File: src/rtl/ptc_pkg.sv
package ptc_pkg;

    localparam int unsigned RAW_W  = 20;
    localparam int unsigned WORD_W = 32;
    localparam int unsigned CFG_W  = 64;

    typedef enum logic [1:0] {
        CFG_TEMP     = 2'd0,
        CFG_PRESS_LO = 2'd1,
        CFG_PRESS_HI = 2'd2
    } t_cfg_idx;

    typedef struct packed {
        logic [RAW_W-1:0] raw_temperature;
        logic [RAW_W-1:0] raw_pressure;
    } t_item;

    typedef struct packed {
        logic [CFG_W-1:0] temp_coeffs;
        logic [CFG_W-1:0] press_lo;
        logic [CFG_W-1:0] press_hi;
    } t_coeffs;

    function automatic logic [WORD_W-1:0] asr(input logic [WORD_W-1:0] x, input int n);
        asr = WORD_W'($signed(x) >>> n);
    endfunction

    function automatic logic [WORD_W-1:0] sx16(input logic [15:0] v);
        sx16 = {{16{v[15]}}, v};
    endfunction

endpackage

File: src/rtl/ptc_front.sv
module ptc_front (
    input  logic          i_clk,
    input  logic          i_rst_n,
    input  logic          i_valid,
    output logic          o_ready,
    input  ptc_pkg::t_item i_item,
    output logic          o_valid,
    input  logic          i_take,
    output ptc_pkg::t_item o_item
);
    import ptc_pkg::*;

    // two-entry queue between the input channel and the arithmetic pipeline
    t_item       r_mem [2];
    logic        r_wptr, r_rptr;
    logic [1:0]  r_cnt;
    logic        push, pop;

    assign o_ready = (r_cnt != 2'd2);
    assign o_valid = (r_cnt != 2'd0);
    assign o_item  = r_mem[r_rptr];
    assign push    = i_valid && o_ready;
    assign pop     = o_valid && i_take;

    always_ff @(posedge i_clk) begin
        if (!i_rst_n) begin
            r_wptr <= 1'b0;
            r_rptr <= 1'b0;
            r_cnt  <= 2'd0;
        end else begin
            if (push) r_wptr <= ~r_wptr;
            if (pop)  r_rptr <= ~r_rptr;
            r_cnt <= r_cnt + 2'(push) - 2'(pop);
        end
    end

    always_ff @(posedge i_clk) begin
        if (push) r_mem[r_wptr] <= i_item;
    end

endmodule

File: config.mk
export PLATFORM = sky130hd
export DESIGN_NAME = ptc_front
export DESIGN_NICKNAME = d
export VERILOG_FILES = /design/src/rtl/ptc_pkg.sv /design/src/rtl/ptc_front.sv
export SDC_FILE = /design/constraint.sdc
export NUM_CORES = 1
export LEC_CHECK = 0
export BUFFER_PORTS_ARGS = -buffer_cell sky130_fd_sc_hd__buf_2
export CAP_MARGIN = 20
export CORE_ASPECT_RATIO = 0.8
export CORE_UTILIZATION = 35
export CTS_BUF_LIST = sky130_fd_sc_hd__clkbuf_8
export CTS_CLUSTER_SIZE = 8
export DETAILED_ROUTE_END_ITERATION = 10
export GPL_TIMING_DRIVEN = 0
export HOLD_SLACK_MARGIN = 0.06
export PLACE_DENSITY_LB_ADDON = 0.12
export REMOVE_ABC_BUFFERS = 1
export SLEW_MARGIN = 10
export SYNTH_ARGS = -nofsm -noshare
export SYNTH_HDL_FRONTEND = slang
export SYNTH_SLANG_ARGS = --single-unit
File: constraint.sdc
create_clock -name i_clk -period 3.34 [get_ports i_clk]
set_input_delay 0.334 -clock i_clk [delete_from_list [all_inputs] [get_ports i_clk]]
set_output_delay 0.334 -clock i_clk [all_outputs]
set_load 0.05 [all_outputs]
==> results.cfg <==
[logic_synthesis]
yosysSeqAreaShare = 0.799
yosys_warnings = 0
avgSynthCellArea_um2 = 21.2
synth-seq-cells = 85
syn_area_um2 = 3130
ys_types = 16
netlist_instances = 148

[critical_path]
crit_chain = buf_12 > mux2_2 > buf_2
reg2reg_depth = 4
worstSetupStartpointType = register
crit_family = flip-flops
r2r_start = r_cnt[0]
crit_slowest_cell = dfxtp_2
r2r_slack_ns = 1.61
path_class = register to output port
r2r_end = r_mem[0][39]
cp_data_arrival_time_ns = 1.84
crit_fanout = 22
required_ns = 3.01
crit_cells = 3
crit_path_end_kind = output port
worstSetupEndpoint = o_item[20]
cpPeakStageDelay_ns = 0.66
path_buf_inv = 2

[route]
drtIter0Drc = 36
drc = 0
ant_nets = 0
wire_per_inst_um = 15.0
vias = 1632
drt-pass1-iter-count = 4
wl_mm = 5.39
via_per_inst = 4.53

[layout]
nNetsFinal = 289
final_cell_mix = 85 x buf_2, 80 x edfxtp_1, 40 x mux2_2, 9 x clkbuf_8, 4 x dfxtp_1
fin_util = 0.455
area_delta_synth_final_pct = 24.9
n_antenna_cell = 0
layout.cells.non_filler = 360
layout.cells.most_common = buf_2
final_area_um2 = 3910
drive_above_1_share = 0.589

[placement]
placedInstanceArea_um2 = 3730
gp_routability_congestion = 0.663
hpwl_mm = 3.46
port_buffers = 85
dp_cells = 344

[sta]
timing.final.crit_share = 0.650
worst_pin_slew_ns = 0.599
slew_headroom = 0.600
drv_slew = 0
rsz0062_at_grt = false
finalSetupTns_ns = 0
final-setup-viol-count = 0
fin_worst_skew_ns = 0.00744
hold_viol_final = 0
fmax_mhz = 460
min_period_ns = 2.17

[power_and_ir_drop]
p_leak_nw = 1.46
clock_power_share = 0.205
ir_drop_mv = 0.338
p_sw_mw = 1.22
comb_power_share = 0.362
p_int_mw = 2.03
netSwitchingFraction = 0.376
seqPwrFrac = 0.433
p_per_area_nw_per_um2 = 831
p_total_mw = 3.25

[global_routing]
grt_pass1_vias = 1611
grt_max_degree = 23
grt_pass1_wl_mm = 8.09
grt_overflow = 0
grt_antenna_before_repair = 0
grt_use_total = 0.121

[clock_tree]
cts_root_buf = clkbuf_8
cts_buffers = 9
max-clock-path-buffers = 2
cts_resized = 0
htreeDepth = 3
clkTransAtPathRegs_ns = 0.08
cts_tree = done
clkLatencyLatePin_ns = 0.34
numClockSinks = 85
ctsHoldBuffers = 0
postCtsSetupBuffers = 0

[die]
core.rowCount = 30
chipWidth_um = 108
fp.dieH_um = 86.6
ioPinCount = 86
start_util = 0.364
core_um2 = 8600
design.die.area_um2 = 9340

[flow_run]
drv_cap = 0

[status]
status = complete, no violations

[min_path]
hold_path_class = input port to register
## synth_stat cells
cell | number | share of area
dfxtp_1 | 5 | 0.032
xnor2_1 | 3 | 0.0084
edfxtp_1 | 80 | 0.77
buf_6 | 4 | 0.014
nand2b_1 | 2 | 0.0040
ha_1 | 2 | 0.0080
and2_1 | 2 | 0.0040
mux2_2 | 40 | 0.14
o21a_2 | 1 | 0.0028
nand2_1 | 2 | 0.0024
mux2i_1 | 1 | 0.0032
or2_2 | 1 | 0.0020
inv_1 | 1 | 0.0012
nor2b_1 | 2 | 0.0040
nor2_1 | 1 | 0.0012
and3_1 | 1 | 0.0020
## state kept, by name, summed over array words and instances, names as in the netlist, named ones only
signal,flops
r_cnt,2
r_mem,80
r_rptr,1
r_wptr,1
## final cells by class
class | count | area (um^2)
sequential | 85 | 2500
clock buffer | 9 | 124
clock inverter | 7 | 58.8
fill | 781 | 4680
tap | 112 | 140
multi-input combinational | 58 | 591
inverter | 1 | 3.75
timing repair buffer | 88 | 493
## power groups by stage
stage               Sequential, mW  Combinational [mW]  Clock (mW)
CTS                           1.41                1.19       0.699
detailed placement            1.43                1.19           0
global placement              1.48                1.12           0
finish                        1.41                1.18       0.667
floorplan                     1.44               0.886           0
global route                  1.43                1.23       0.742
## worst min path at each step
stage	from	cells after the start	slack, ns	end
after floorplan	i_item[0]	0	0.43	r_mem[0][0]
after global placement	r_wptr	2	0.47	r_wptr
after detailed placement	r_wptr	2	0.52	r_wptr
after CTS	i_item[15]	1	0.15	r_mem[0][15]
after global routing	i_item[15]	1	0.15	r_mem[0][15]
final	i_item[11]	1	0.18	r_mem[0][11]
## cells by family after synthesis
family | share of synthesized area
buffers and inverters | 0.0156
AOI/OAI and AO/OA | 0.00280
xor gates and xnor gates | 0.00839
DFF | 0.799
adders and majority gates | 0.00799
and+or+nand+nor | 0.0196
muxes | 0.147
## through the flow
step | hold WS [ns] | setup slack (ns)
after detailed placement | 0.518 | 1.51
after global placement | 0.473 | -0.576
after global routing | 0.148 | 1.05
after floorplan | 0.433 | 0.187
final | 0.177 | 1.17
after CTS | 0.152 | 1.12
## metal layers
| metal | routed length (um) | GRT usage |
|---|---|---|
| met5 | 0 | 0 |
| met4 | 48 | 0.0486 |
| met3 | 367 | 0.0526 |
| met2 | 2630 | 0.203 |
| met1 | 2350 | 0.137 |
Power figures use the tool's default switching activity.
